==> config.mk <==
export PLATFORM = sky130hd
export DESIGN_NAME = command_dedup_table
export DESIGN_NICKNAME = d
export VERILOG_FILES = /design/src/cdt_pkg.sv /design/src/cdt_ctrl.sv /design/src/cdt_datapath.sv /design/src/command_dedup_table.sv
export SDC_FILE = /design/constraint.sdc
export NUM_CORES = 1
export LEC_CHECK = 0
export BUFFER_PORTS_ARGS = -buffer_cell sky130_fd_sc_hd__buf_2
export CAP_MARGIN = 25
export CORE_MARGIN = 2
export CORE_UTILIZATION = 55
export CTS_CLUSTER_DIAMETER = 30
export DETAILED_ROUTE_END_ITERATION = 8
export GPL_ROUTABILITY_DRIVEN = 0
export GPL_TIMING_DRIVEN = 1
export HOLD_SLACK_MARGIN = 0.02
export PLACE_DENSITY = 0.73
export RECOVER_POWER = 100
export SYNTH_ARGS = -nofsm -noshare
export SYNTH_HDL_FRONTEND = slang
export SYNTH_SLANG_ARGS = --single-unit
==> constraint.sdc <==
create_clock -name clk -period 12.9 [get_ports clk]
set_clock_uncertainty 0.15 [all_clocks]
set_input_delay 0 -clock clk [delete_from_list [all_inputs] [get_ports clk]]
set_output_delay 0 -clock clk [all_outputs]
set_load 0.02 [all_outputs]
==> src/cdt_pkg.sv <==
// Shared types, constants and helpers for the command duplicate table.
// Used by cdt_ctrl, cdt_datapath and the top level command_dedup_table.
// Has no dependencies of its own.
package cdt_pkg;

  // Sizing of the fingerprint store.
  localparam int PAYLOAD_BYTES = 8;
  localparam int HISTORY_DEPTH = 4;
  localparam int RESULT_BYTES  = 8;
  localparam int BYTE_BITS     = 8;

  localparam int DATA_W = 64;
  localparam int LEN_W  = $clog2(PAYLOAD_BYTES + 1);
  localparam int IDX_W  = (HISTORY_DEPTH > 1) ? $clog2(HISTORY_DEPTH) : 1;

  // Mask that keeps the stored result bytes only.
  localparam logic [DATA_W-1:0] RESULT_MASK = (RESULT_BYTES >= 8) ? {DATA_W{1'b1}} :
      DATA_W'((65'd1 << (BYTE_BITS * RESULT_BYTES)) - 65'd1);

  // Request codes.
  localparam logic [2:0] REQ_CLASSIFY = 3'd0;
  localparam logic [2:0] REQ_BEGIN    = 3'd1;
  localparam logic [2:0] REQ_COMPLETE = 3'd2;
  localparam logic [2:0] REQ_GET      = 3'd3;
  localparam logic [2:0] REQ_VALIDATE = 3'd4;

  // Classification codes.
  localparam logic [2:0] CLS_INVALID  = 3'd0;
  localparam logic [2:0] CLS_DUP_PEND = 3'd1;
  localparam logic [2:0] CLS_CONFLICT = 3'd2;
  localparam logic [2:0] CLS_DUP_DONE = 3'd3;
  localparam logic [2:0] CLS_BUSY     = 3'd4;
  localparam logic [2:0] CLS_NEW      = 3'd5;

  // Configuration register indexes.
  localparam int CFG_IDX_W = 3;
  localparam int CFG_DATA_W = 16;
  localparam logic [CFG_IDX_W-1:0] CFG_FIRST_TYPE = 3'd0;
  localparam logic [CFG_IDX_W-1:0] CFG_LAST_TYPE  = 3'd1;
  localparam logic [CFG_IDX_W-1:0] CFG_TEMP_TYPE  = 3'd2;
  localparam logic [CFG_IDX_W-1:0] CFG_MAX_FREQ   = 3'd3;
  localparam logic [CFG_IDX_W-1:0] CFG_MIN_TEMP   = 3'd4;
  localparam logic [CFG_IDX_W-1:0] CFG_MAX_TEMP   = 3'd5;

  // Request word.
  typedef struct packed {
    logic [2:0]        req_type;
    logic [7:0]        flow_id;
    logic [7:0]        msg_type;
    logic [7:0]        payload_len;
    logic [DATA_W-1:0] payload;
    logic [DATA_W-1:0] result_in;
  } req_t;

  // Response word.
  typedef struct packed {
    logic [2:0]        class_code;
    logic              ok;
    logic [DATA_W-1:0] result_out;
  } rsp_t;

  // Commands from the controller to the datapath.
  typedef struct packed {
    logic load;
    logic prep;
    logic step;
  } dp_cmd_t;

  // Status from the datapath to the controller.
  typedef struct packed {
    logic need_walk;
    logic walk_end;
  } dp_status_t;

  // Byte mask covering the first n payload bytes.
  function automatic logic [DATA_W-1:0] len_mask(input logic [7:0] n);
    logic [DATA_W-1:0] m;
    m = '0;
    for (int b = 0; b < DATA_W / BYTE_BITS; b++) begin
      if (b < PAYLOAD_BYTES && n > 8'(b)) begin
        m[b*BYTE_BITS +: BYTE_BITS] = {BYTE_BITS{1'b1}};
      end
    end
    return m;
  endfunction

endpackage

==> src/cdt_ctrl.sv <==
// Sequencer of the command duplicate table: capture, evaluate, history walk.
// Depends on cdt_pkg for the command and status structs.
module cdt_ctrl
  import cdt_pkg::*;
(
  input  logic       clk,
  input  logic       rst,
  input  logic       start,
  output logic       busy,
  output logic       done,
  output dp_cmd_t    cmd,
  input  dp_status_t st
);

  typedef enum logic [1:0] {
    S_IDLE,
    S_PREP,
    S_WALK
  } state_t;

  state_t state;

  // Commands follow directly from the current state; load also needs start.
  always_comb begin
    cmd.load = (state == S_IDLE) && start;
    cmd.prep = (state == S_PREP);
    cmd.step = (state == S_WALK);
  end

  // State and the registered handshake outputs.
  always_ff @(posedge clk) begin
    if (rst) begin
      state <= S_IDLE;
      busy  <= 1'b0;
      done  <= 1'b0;
    end else begin
      done <= 1'b0;
      case (state)
        S_IDLE: begin
          if (start) begin
            state <= S_PREP;
            busy  <= 1'b1;
          end
        end
        S_PREP: begin
          if (st.need_walk) begin
            state <= S_WALK;
          end else begin
            state <= S_IDLE;
            busy  <= 1'b0;
            done  <= 1'b1;
          end
        end
        S_WALK: begin
          if (st.walk_end) begin
            state <= S_IDLE;
            busy  <= 1'b0;
            done  <= 1'b1;
          end
        end
        default: begin
          state <= S_IDLE;
          busy  <= 1'b0;
        end
      endcase
    end
  end

  // A strobe is never shown while a request is still in flight.
  a_done_idle: assert property (@(posedge clk) disable iff (rst) done |-> !busy)
    else $error("result strobe while busy");

  // An accepted request makes the block busy at once.
  a_accept_busy: assert property (@(posedge clk) disable iff (rst)
      (start && !busy) |=> busy)
    else $error("accepted request did not raise busy");

  // Each strobe closes a request that was in flight.
  a_done_past: assert property (@(posedge clk) disable iff (rst) done |-> $past(busy))
    else $error("result strobe without a request");

  // The walk carries on until the datapath reports its end.
  a_walk_hold: assert property (@(posedge clk) disable iff (rst)
      (state == S_WALK && !st.walk_end) |=> (state == S_WALK))
    else $error("history walk left early");

endmodule

==> src/cdt_datapath.sv <==
// Datapath of the command duplicate table: configuration, pending slot,
// history ring and the result registers. Depends on cdt_pkg.
module cdt_datapath
  import cdt_pkg::*;
(
  input  logic                 clk,
  input  logic                 rst,
  input  req_t                 req,
  input  dp_cmd_t              cmd,
  output dp_status_t           st,
  output rsp_t                 rsp,
  input  logic                 cfg_we,
  input  logic [CFG_IDX_W-1:0] cfg_index,
  input  logic [CFG_DATA_W-1:0] cfg_data
);

  // Configuration registers.
  logic [7:0]         first_control_type;
  logic [7:0]         last_control_type;
  logic [7:0]         temp_type_code;
  logic [15:0]        max_frequency;
  logic signed [15:0] min_target_temp;
  logic signed [15:0] max_target_temp;

  // Captured request.
  logic [2:0]        cur_req;
  logic [7:0]        cur_flow;
  logic [7:0]        cur_type;
  logic [LEN_W-1:0]  cur_len;
  logic [DATA_W-1:0] cur_bytes;
  logic [15:0]       cur_raw16;
  logic [DATA_W-1:0] cur_result;
  logic              cur_ctrl;
  logic              cur_fp_ok;

  // Pending slot.
  logic              pending_valid;
  logic [7:0]        pending_flow;
  logic [7:0]        pending_type;
  logic [LEN_W-1:0]  pending_length;
  logic [DATA_W-1:0] pending_bytes;

  // History ring.
  logic [HISTORY_DEPTH-1:0] hist_valid;
  logic [7:0]               hist_flow   [HISTORY_DEPTH];
  logic [7:0]               hist_type   [HISTORY_DEPTH];
  logic [LEN_W-1:0]         hist_length [HISTORY_DEPTH];
  logic [DATA_W-1:0]        hist_bytes  [HISTORY_DEPTH];
  logic [DATA_W-1:0]        hist_result [HISTORY_DEPTH];
  logic [IDX_W-1:0]         ring_index;
  logic [IDX_W-1:0]         walk_idx;

  // Result registers.
  logic [2:0]        cls;
  logic              ok;
  logic [DATA_W-1:0] res;

  // Ring pointer advance with wrap at the history depth.
  function automatic logic [IDX_W-1:0] walk_last_ring(input logic [IDX_W-1:0] r);
    return (r == IDX_W'(HISTORY_DEPTH - 1)) ? '0 : r + IDX_W'(1);
  endfunction

  // Decode of the incoming word before capture.
  logic in_ctrl;
  logic in_fp_ok;
  assign in_ctrl  = (req.msg_type >= first_control_type) && (req.msg_type <= last_control_type);
  assign in_fp_ok = in_ctrl && (req.payload_len <= 8'(PAYLOAD_BYTES));

  // Pending slot comparison.
  logic pend_flow_hit;
  logic pend_equal;
  assign pend_flow_hit = pending_valid && (pending_flow == cur_flow);
  assign pend_equal    = (pending_type == cur_type) && (pending_length == cur_len) &&
                         (pending_bytes == cur_bytes);

  // Comparison against the history entry under the walk pointer.
  logic hist_flow_hit;
  logic hist_equal;
  logic walk_last;
  logic walk_found;
  assign hist_flow_hit = hist_valid[walk_idx] && (hist_flow[walk_idx] == cur_flow);
  assign hist_equal    = (hist_type[walk_idx] == cur_type) &&
                         (hist_length[walk_idx] == cur_len) &&
                         (hist_bytes[walk_idx] == cur_bytes);
  assign walk_last     = (walk_idx == IDX_W'(HISTORY_DEPTH - 1));
  assign walk_found    = (cur_req == REQ_CLASSIFY) ? hist_flow_hit : (hist_flow_hit && hist_equal);

  // Validation of the frequency or temperature parameter.
  logic valid_ok;
  always_comb begin
    if (!cur_ctrl) begin
      valid_ok = 1'b0;
    end else if (cur_type == first_control_type) begin
      valid_ok = (cur_raw16 <= max_frequency);
    end else if (cur_type == temp_type_code) begin
      valid_ok = ($signed(cur_raw16) >= min_target_temp) &&
                 ($signed(cur_raw16) <= max_target_temp);
    end else begin
      valid_ok = 1'b1;
    end
  end

  // Status towards the controller.
  always_comb begin
    st.need_walk = cur_fp_ok &&
                   ((cur_req == REQ_GET) || ((cur_req == REQ_CLASSIFY) && !pend_flow_hit));
    st.walk_end  = walk_found || walk_last;
  end

  assign rsp.class_code = cls;
  assign rsp.ok         = ok;
  assign rsp.result_out = res;

  // Configuration writes.
  always_ff @(posedge clk) begin
    if (rst) begin
      first_control_type <= 8'd1;
      last_control_type  <= 8'd8;
      temp_type_code     <= 8'd2;
      max_frequency      <= 16'd5000;
      min_target_temp    <= 16'sd0;
      max_target_temp    <= 16'sd1000;
    end else if (cfg_we) begin
      case (cfg_index)
        CFG_FIRST_TYPE: first_control_type <= cfg_data[7:0];
        CFG_LAST_TYPE:  last_control_type  <= cfg_data[7:0];
        CFG_TEMP_TYPE:  temp_type_code     <= cfg_data[7:0];
        CFG_MAX_FREQ:   max_frequency      <= cfg_data;
        CFG_MIN_TEMP:   min_target_temp    <= $signed(cfg_data);
        CFG_MAX_TEMP:   max_target_temp    <= $signed(cfg_data);
        default: ;
      endcase
    end
  end

  // Request capture; the fingerprint bytes are masked to the length here.
  always_ff @(posedge clk) begin
    if (cmd.load) begin
      cur_req    <= req.req_type;
      cur_flow   <= req.flow_id;
      cur_type   <= req.msg_type;
      cur_len    <= req.payload_len[LEN_W-1:0];
      cur_bytes  <= in_fp_ok ? (req.payload & len_mask(req.payload_len)) : '0;
      cur_raw16  <= req.payload[15:0];
      cur_result <= req.result_in & RESULT_MASK;
      cur_ctrl   <= in_ctrl;
      cur_fp_ok  <= in_fp_ok;
    end
  end

  // Result registers and the walk pointer.
  always_ff @(posedge clk) begin
    if (cmd.load) begin
      cls      <= CLS_INVALID;
      ok       <= 1'b0;
      res      <= '0;
      walk_idx <= '0;
    end else if (cmd.prep) begin
      case (cur_req)
        REQ_CLASSIFY: begin
          if (cur_fp_ok && pend_flow_hit) begin
            cls <= pend_equal ? CLS_DUP_PEND : CLS_CONFLICT;
          end
        end
        REQ_BEGIN:    ok <= !pending_valid && cur_fp_ok;
        REQ_COMPLETE: ok <= pending_valid;
        REQ_VALIDATE: ok <= valid_ok;
        default: ;
      endcase
    end else if (cmd.step) begin
      walk_idx <= walk_idx + IDX_W'(1);
      if (cur_req == REQ_CLASSIFY) begin
        if (hist_flow_hit) begin
          cls <= hist_equal ? CLS_DUP_DONE : CLS_CONFLICT;
        end else if (walk_last) begin
          cls <= pending_valid ? CLS_BUSY : CLS_NEW;
        end
      end else if (walk_found) begin
        ok  <= 1'b1;
        res <= hist_result[walk_idx];
      end
    end
  end

  // Pending slot and ring control state.
  always_ff @(posedge clk) begin
    if (rst) begin
      pending_valid <= 1'b0;
      hist_valid    <= '0;
      ring_index    <= '0;
    end else if (cmd.prep) begin
      if (cur_req == REQ_BEGIN && !pending_valid && cur_fp_ok) begin
        pending_valid <= 1'b1;
      end else if (cur_req == REQ_COMPLETE && pending_valid) begin
        pending_valid          <= 1'b0;
        hist_valid[ring_index] <= 1'b1;
        ring_index <= walk_last_ring(ring_index);
      end
    end
  end

  // Pending and history payload.
  always_ff @(posedge clk) begin
    if (cmd.prep) begin
      if (cur_req == REQ_BEGIN && !pending_valid && cur_fp_ok) begin
        pending_flow   <= cur_flow;
        pending_type   <= cur_type;
        pending_length <= cur_len;
        pending_bytes  <= cur_bytes;
      end else if (cur_req == REQ_COMPLETE && pending_valid) begin
        hist_flow[ring_index]   <= pending_flow;
        hist_type[ring_index]   <= pending_type;
        hist_length[ring_index] <= pending_length;
        hist_bytes[ring_index]  <= pending_bytes;
        hist_result[ring_index] <= cur_result;
      end
    end
  end

  // A completion always leaves the pending slot empty.
  a_complete_clears: assert property (@(posedge clk) disable iff (rst)
      (cmd.prep && cur_req == REQ_COMPLETE && pending_valid) |=> !pending_valid)
    else $error("pending slot survived a completion");

  // The history is only walked when there is a valid fingerprint.
  a_walk_fp: assert property (@(posedge clk) disable iff (rst) cmd.step |-> cur_fp_ok)
    else $error("history walk without a fingerprint");

  // A successful begin fills the pending slot.
  a_begin_fills: assert property (@(posedge clk) disable iff (rst)
      (cmd.prep && cur_req == REQ_BEGIN && !pending_valid && cur_fp_ok) |=> pending_valid)
    else $error("begin did not fill the pending slot");

endmodule

==> src/command_dedup_table.sv <==
// Top level of the command duplicate table.
// Joins cdt_ctrl and cdt_datapath; types and constants come from cdt_pkg.
//
// Usage:
//   A request word is taken on req at a clock edge where start is high and
//   busy is low. It classifies, begins, completes, looks up or validates one
//   command against the pending slot and the ring of completed commands.
//   Exactly one response word follows on rsp, valid for the single cycle in
//   which done is high; the receiver cannot hold it off.
//   Configuration registers are written through cfg_valid, cfg_index, cfg_data;
//   cfg_ready is always high. Write only while idle; the block does not check.
// Sequencing:
//   Each request passes through S_PREP. done is raised from there for begin,
//   complete, validate, unknown requests, get requests with an invalid message
//   and classifications settled by the pending slot or by an invalid message.
//   Classify and get result otherwise walk the history in S_WALK one entry a
//   cycle, stopping at the entry sought or at the last entry. busy falls with
//   done, so the next request may be taken in the cycle that done is shown.
// Reset:
//   rst is synchronous; it empties the pending slot and the history and
//   restores the configuration defaults. No clearing pass is needed.
module command_dedup_table
  import cdt_pkg::*;
(
  input  logic                  clk,
  input  logic                  rst,
  input  logic                  start,
  output logic                  busy,
  input  req_t                  req,
  output logic                  done,
  output rsp_t                  rsp,
  input  logic                  cfg_valid,
  output logic                  cfg_ready,
  input  logic [CFG_IDX_W-1:0]  cfg_index,
  input  logic [CFG_DATA_W-1:0] cfg_data
);

  dp_cmd_t    cmd;
  dp_status_t st;

  // Configuration words are always taken.
  assign cfg_ready = 1'b1;

  // Sequencer.
  cdt_ctrl u_ctrl (
    .clk   (clk),
    .rst   (rst),
    .start (start),
    .busy  (busy),
    .done  (done),
    .cmd   (cmd),
    .st    (st)
  );

  // Fingerprint store and result logic.
  cdt_datapath u_datapath (
    .clk       (clk),
    .rst       (rst),
    .req       (req),
    .cmd       (cmd),
    .st        (st),
    .rsp       (rsp),
    .cfg_we    (cfg_valid && cfg_ready),
    .cfg_index (cfg_index),
    .cfg_data  (cfg_data)
  );

endmodule

### Yosys cells after proc, flatten, opt, wreduce, memory -nomap -nowiden

Memory sizes are Yosys's and may differ from the RTL's. A register that Yosys moved wholly into a read port is not among the register bits.
Cells that the tools add are included.

| operators by class | value |
|---|---|
| $add $sub $neg | 2 |
| $mul | 0 |
| div/mod/pow operators | 0 |
| $lt $le $gt $ge | 17 |
| equal/unequal tests | 29 |
| shift-type cells | 0 |
| multiplexer cells | 65 |
| bitwise gates (word level) | 5 |
| reductions and logical operators | 45 |

Operator list:

| cell | count |
|---|---|
| $eq 64x64->1 | 2 |
| $mux 8 | 16 |
| $and 64x64->64 | 1 |
| $eq 8x8->1 | 6 |
| $gt 8x3->1 const B | 4 |
| $le 16x16->1 | 2 |
| $mux 2 | 13 |
| $mux 1 | 23 |
| $mux 3 | 7 |
| $reduce_and 2->1 | 10 |
| $logic_and 1x1->1 | 19 |
| $ge 16x16->1 | 1 |
| $gt 8x1->1 const B | 2 |
| $gt 8x2->1 const B | 2 |
| $eq 3x2->1 const B | 4 |
| $reduce_and 4->1 | 3 |
| $eq 3x3->1 const B | 3 |
| $eq 4x4->1 | 2 |
| $ge 8x8->1 | 1 |
| $le 8x4->1 const B | 1 |
| $le 8x8->1 | 1 |
| $eq 2x2->1 const B | 3 |
| $eq 3x1->1 const B | 2 |
| $logic_not 3->1 | 2 |
| other kinds (20) | 33 |

| word-level totals | value |
|---|---|
| bits in registers | 342 |
| latch bits | 0 |
| bits in writable memories | 592 |
| memory bits (read-only) | 0 |
| input bits | 178 |
| output and inout bits | 71 |
| memories kept | 5 |

Memories:

| name | words | bits a word | rd ports | clocked after memory_dff | wr ports | line | source |
|---|---|---|---|---|---|---|---|
| u_datapath.hist_bytes | 4 | 64 | 1 | 1 | 1 | cdt_datapath.sv:48 | `logic [DATA_W-1:0] hist_bytes [HISTORY_DEPTH];` |
| u_datapath.hist_result | 4 | 64 | 1 | 1 | 1 | cdt_datapath.sv:49 | `logic [DATA_W-1:0] hist_result [HISTORY_DEPTH];` |
| u_datapath.hist_flow | 4 | 8 | 1 | 1 | 1 | cdt_datapath.sv:45 | `logic [7:0] hist_flow [HISTORY_DEPTH];` |
| u_datapath.hist_type | 4 | 8 | 1 | 1 | 1 | cdt_datapath.sv:46 | `logic [7:0] hist_type [HISTORY_DEPTH];` |
| u_datapath.hist_length | 4 | 4 | 1 | 1 | 1 | cdt_datapath.sv:47 | `logic [LEN_W-1:0] hist_length [HISTORY_DEPTH];` |

### Longest topological paths before layout

| logic depth | value |
|---|---|
| depth after elaboration | 9 |
| gate-level depth with buffers | 14 |
| gate-level depth less buffers | 11 |

### Modules after synthesis

From an unflattened synthesis, not the netlist that was laid out.

| unflattened totals | value |
|---|---|
| cell total of the unflattened synthesis | 2476 |
| area total of the unflattened synthesis | 39685.6 um2 |

Modules (own cells, without submodules):

| module | instances | cells an instance | area an instance (um2) |
|---|---|---|---|
| cdt_datapath | 1 | 2446 | 39419.1 |
| cdt_ctrl | 1 | 28 | 255.2 |
| command_dedup_table | 1 | 2 | 11.3 |

### Worst setup path after synthesis

OpenSTA, ideal clock, no wires.

| timing path | value |
|---|---|
| kind | register to register |
| start | register u_ctrl.state[1] |
| end | register u_datapath.pending_bytes[0] (enable) |
| library setup time | 629 ps |
| data arrival time | 6516 ps |
| required time | 12121 ps |
| path slack | 5604 ps |
| stages on the path, launching flop included | 6 |
| buffers on the path | 0 |
| period minus slack after synthesis | 7296 ps |
| cells stage by stage | dfxtp_1 -> inv_1 -> ha_1 -> nor2b_1 -> nand3_1 -> nor3_1 |

| between the ends | value |
|---|---|
| longest elaborated chain between the ends | 2 |

RTL lines:

| what | line | source |
|---|---|---|
| start, declared | cdt_ctrl.sv:21 | `state_t state;` |
| start signal, assigned | cdt_ctrl.sv:33 | `state <= S_IDLE;` |
| start signal, assigned | cdt_ctrl.sv:41 | `state <= S_PREP;` |
| start signal, assigned | cdt_ctrl.sv:47 | `state <= S_WALK;` |
| $eq 2x1->1 | cdt_ctrl.sv:26 | `cmd.prep = (state == S_PREP);` |
| $reduce_and 2->1 (no line) | -- |  |
| end signal, assigned | cdt_datapath.sv:209 | `pending_bytes <= cur_bytes;` |
| end, declared | cdt_datapath.sv:41 | `logic [DATA_W-1:0] pending_bytes;` |

Every way passes these cells.
A chain may end at the register's enable or synchronous reset.

==> run summary <==
- run status: finished, violations left
- violations in the final reports: capacitance limit, slew limit
- total power density per cell area: 163 nW/µm²
- mean number of vias per cell: 5.75
- final hold violation count: 0
- power spent charging and discharging nets: 1.88 mW
- worst endpoint required time: 13.17 ns
- Sinks on Clock Net: 1,000
- vias in the first global route: 24,999
- top-level port count: 249
- Port-buffer cells: 247
- first-pass GRT wire length: 150,000 µm
- Period Utilization, post-route: 0.678
- adder-cell share of the synthesized area: 0.0235
- netlist area before placement: 38,900 µm²
- measured slew at the worst slew-check pin: 4.61 ns
- Synth Flop Type: sky130_fd_sc_hd__edfxtp_1
- post-cts sizing count: 0
- max-slew headroom at the worst pin: -2.07
- die boundary width: 270 µm
- multiplexer share of the synthesized area: 0.104
- Worst Setup Start Kind: flop
- sum of overflow across all layers after global routing: 0
- initial antenna violation count: 4
- Synth Register Bits: 1,000
- Initial DRC Count: 2,205
- share of power burned in the clock network: 0.528
- number of buffers created by CTS: 161
- DR DRC count: 0
- Register-to-Register Setup Slack: 4.15 ns
- Net count, final: 3,243
- part of the total power dissipated in combinational logic: 0.035
- total number of yosys warnings: 0
- clock slew at reported path FFs: 0.05 ns
- LEAKAGE: 17.2 nW
- TNS Setup: 0 ns
- via count: 23,458
- number of search-and-repair iterations in the first detailed-routing pass: 7
- synth-to-layout area growth: 29.5%
- sequential group share of total power: 0.438
- global-route usage over all layers: 0.274
- synthesized instance count: 2,268
- smallest setup slack after layout: 4.15 ns
- xor and xnor fraction of the mapped netlist area: 0.0369
- total power draw: 8.23 mW
- Area contributors post-synth: sky130_fd_sc_hd__edfxtp_1 (65%), sky130_fd_sc_hd__mux4_2 (8.5%), sky130_fd_sc_hd__dfxtp_1 (8.0%)
- max-slew violation count: 537
- EDFF count, synth: 845
- Total Wirelength: 99,500 µm
- cell accounting for the most synthesized area: sky130_fd_sc_hd__edfxtp_1
- deepest level of the CTS H-tree: 4
- Cell Int Power: 6.35 mW
- Die Y: 270 µm
- Tightest Hold Check Type: input pin to flop
- compound-gate portion of the synthesized area: 0.0264
- most frequent cells in the layout: sky130_fd_sc_hd__edfxtp_1 (845), sky130_fd_sc_hd__dlygate4sd3_1 (373), sky130_fd_sc_hd__clkbuf_16 (163)
- detailed-placement wirelength estimate: 52,400 µm
- RSZ-0062 raised after global routing: no
- asr flop ratio synth: 0
- switching share of total power: 0.228
- die area: 72,900 µm²
- critical-path maximum fanout: 48
- synthesized netlist net count: 2,519
- share of the yosys chip area belonging to registers: 0.732
- CTS tree: yes
- Clock Latency Late Sink: 0.75 ns
- Max rail drop VDD: 0.000133 V
- number of different library cells in the post-synthesis netlist: 55
- fraction of post-synthesis cell area in the top cell type by area: 0.652
- CTS Buffer Depth: 3
- fraction of layout cells with a size suffix above 1: 0.187
- main combinational cell family by area after synthesis: multiplexers
- Hold Worst Slack: 0.0939 ns
- leading cell type in the layout, fill and taps excluded: sky130_fd_sc_hd__edfxtp_1
- initial standard-cell utilization of the core: 0.556
- maximum clock rate: 114 MHz
- pin count of the biggest net entering global routing: 175
- post-placement worst setup slack: 6.66 ns
- final setup fails: 0
- detail-routed net length per standard cell: 24.4 µm
- area fraction in and, or, nand and nor cells after synthesis: 0.0584
- number of core rows: 97
- Data arrival, critical path: 9.02 ns
- class of the most critical setup path: flop to flop
- max capacitance violation total: 9
- root buf cell: sky130_fd_sc_hd__clkbuf_16
- capturing element type of the critical path: flop
- area of the core: 70,000 µm²
- antenna-violating nets left: 0
- final worst path period need: 8.75 ns
- average size of a mapped cell: 17.2 µm²
## worst paths after layout
kind	cells past startpoint	endpoint	from
setup / recovery	12	u_datapath.res[24]$_SDFFE_PP0P_	flop
hold / removal	4	u_ctrl.state[0]$_SDFFE_PP0P_	start
setup reg to reg	12	u_datapath.res[24]$_SDFFE_PP0P_	flop
hold reg to reg	2	u_datapath.max_target_temp[12]$_SDFFE_PP0P_	u_datapath.max_target_temp[12]$_SDFFE_PP0P_
## metal layers
metal / vias up / global-route usage / wire, µm
li1: 10131 / - / -
met5: - / 0 / 0
met4: 0 / 0.114 / 3640
met2: 1157 / 0.469 / 51200
met3: 222 / 0.0517 / 6820
met1: 11948 / 0.347 / 37800
## layout make-up
| class | count | area [µm²] |
|---|---|---|
| clock inverter | 115 | 1410 |
| inverter | 99 | 372 |
| fill | 4127 | 19600 |
| multi-input combinational | 1091 | 9710 |
| sequential | 1000 | 28500 |
| timing repair buffer | 639 | 5030 |
| clock buffer | 188 | 4230 |
| tap | 940 | 1180 |
| antenna | 5 | 12.5 |
## state kept, by name, indices dropped and copies added, names as in the netlist, 32 cells and up, named ones only
register and flops:
u_datapath.hist_flow 32, u_datapath.res 64, u_datapath.hist_result 256, u_datapath.pending_bytes 64, u_datapath.hist_type 32, u_datapath.cur_bytes 64, u_datapath.hist_bytes 256, u_datapath.cur_result 64
## logic make-up (layout without fill, tap and decap cells)
family	after synthesis	after routing
xor gates and xnor gates	164	164
adders and majority gates	73	73
and+or+nand+nor	465	465
other	1	6
muxes	220	220
DFF	1000	1000
AOI/OAI and AO/OA	168	168
buffers and inverters	177	1041
## through the flow
stage / instance area (µm²) / utilization / cells
3_3_place_gp: 41200 / 0.588 / 3394
3_5_place_dp: 41200 / 0.588 / 3394
4_1_cts: 50600 / 0.722 / 4070
2_1_floorplan: 38900 / - / 2268
6_report: 50400 / 0.720 / 4077
5_1_grt: 50400 / 0.720 / 4075
## timing repair
action / in CTS / in global routing
hold buffers: 373 / 0
hold endpoints to repair: 316 / 0
buffers inserted: 0 / 0
## power groups by stage
stage,registers [mW],logic (mW),clock network [mW]
finish,3.60,0.285,4.34
CTS,3.60,0.277,4.36
detailed placement,3.66,0.191,0
global route,3.61,0.306,4.54
floorplan,3.64,0.115,0
global placement,3.66,0.187,0
## worst max-delay path, cell delays in order, from the launching register on
cell and delay [ns]:
sky130_fd_sc_hd__dfxtp_4 0.65, sky130_fd_sc_hd__clkbuf_1 2.59, sky130_fd_sc_hd__mux4_2 0.77, sky130_fd_sc_hd__xnor2_1 0.20, sky130_fd_sc_hd__nand4_1 0.17, sky130_fd_sc_hd__nor4_1 0.53
sky130_fd_sc_hd__nand4_1 0.31, sky130_fd_sc_hd__nor2_1 0.38, sky130_fd_sc_hd__nor4b_4 0.28, sky130_fd_sc_hd__clkbuf_1 1.04, sky130_fd_sc_hd__buf_4 0.87, sky130_fd_sc_hd__mux2i_1 0.32
sky130_fd_sc_hd__nor2_1 0.07
## Yosys cell counts, drive strengths merged, types with 3 or more instances
cell type  instances
ha                73
and3               7
a22o               5
nand3b            13
mux2i             73
nand4             43
o2111ai            3
o2bb2ai            5
o21ai             19
nor4              23
a21o              15
nand2            157
buf               24
a211oi             6
nor2             103
xnor2            116
o21a               5
nand3             13
a21oi             84
and2              73
nor2b              9
a221oi             4
nor3               8
nand2b             5
o22ai              8
dfxtp            155
inv               99
xor2              48
clkbuf            54
edfxtp           845
mux4             147
Note: power is estimated with default switching activity, not from simulation.
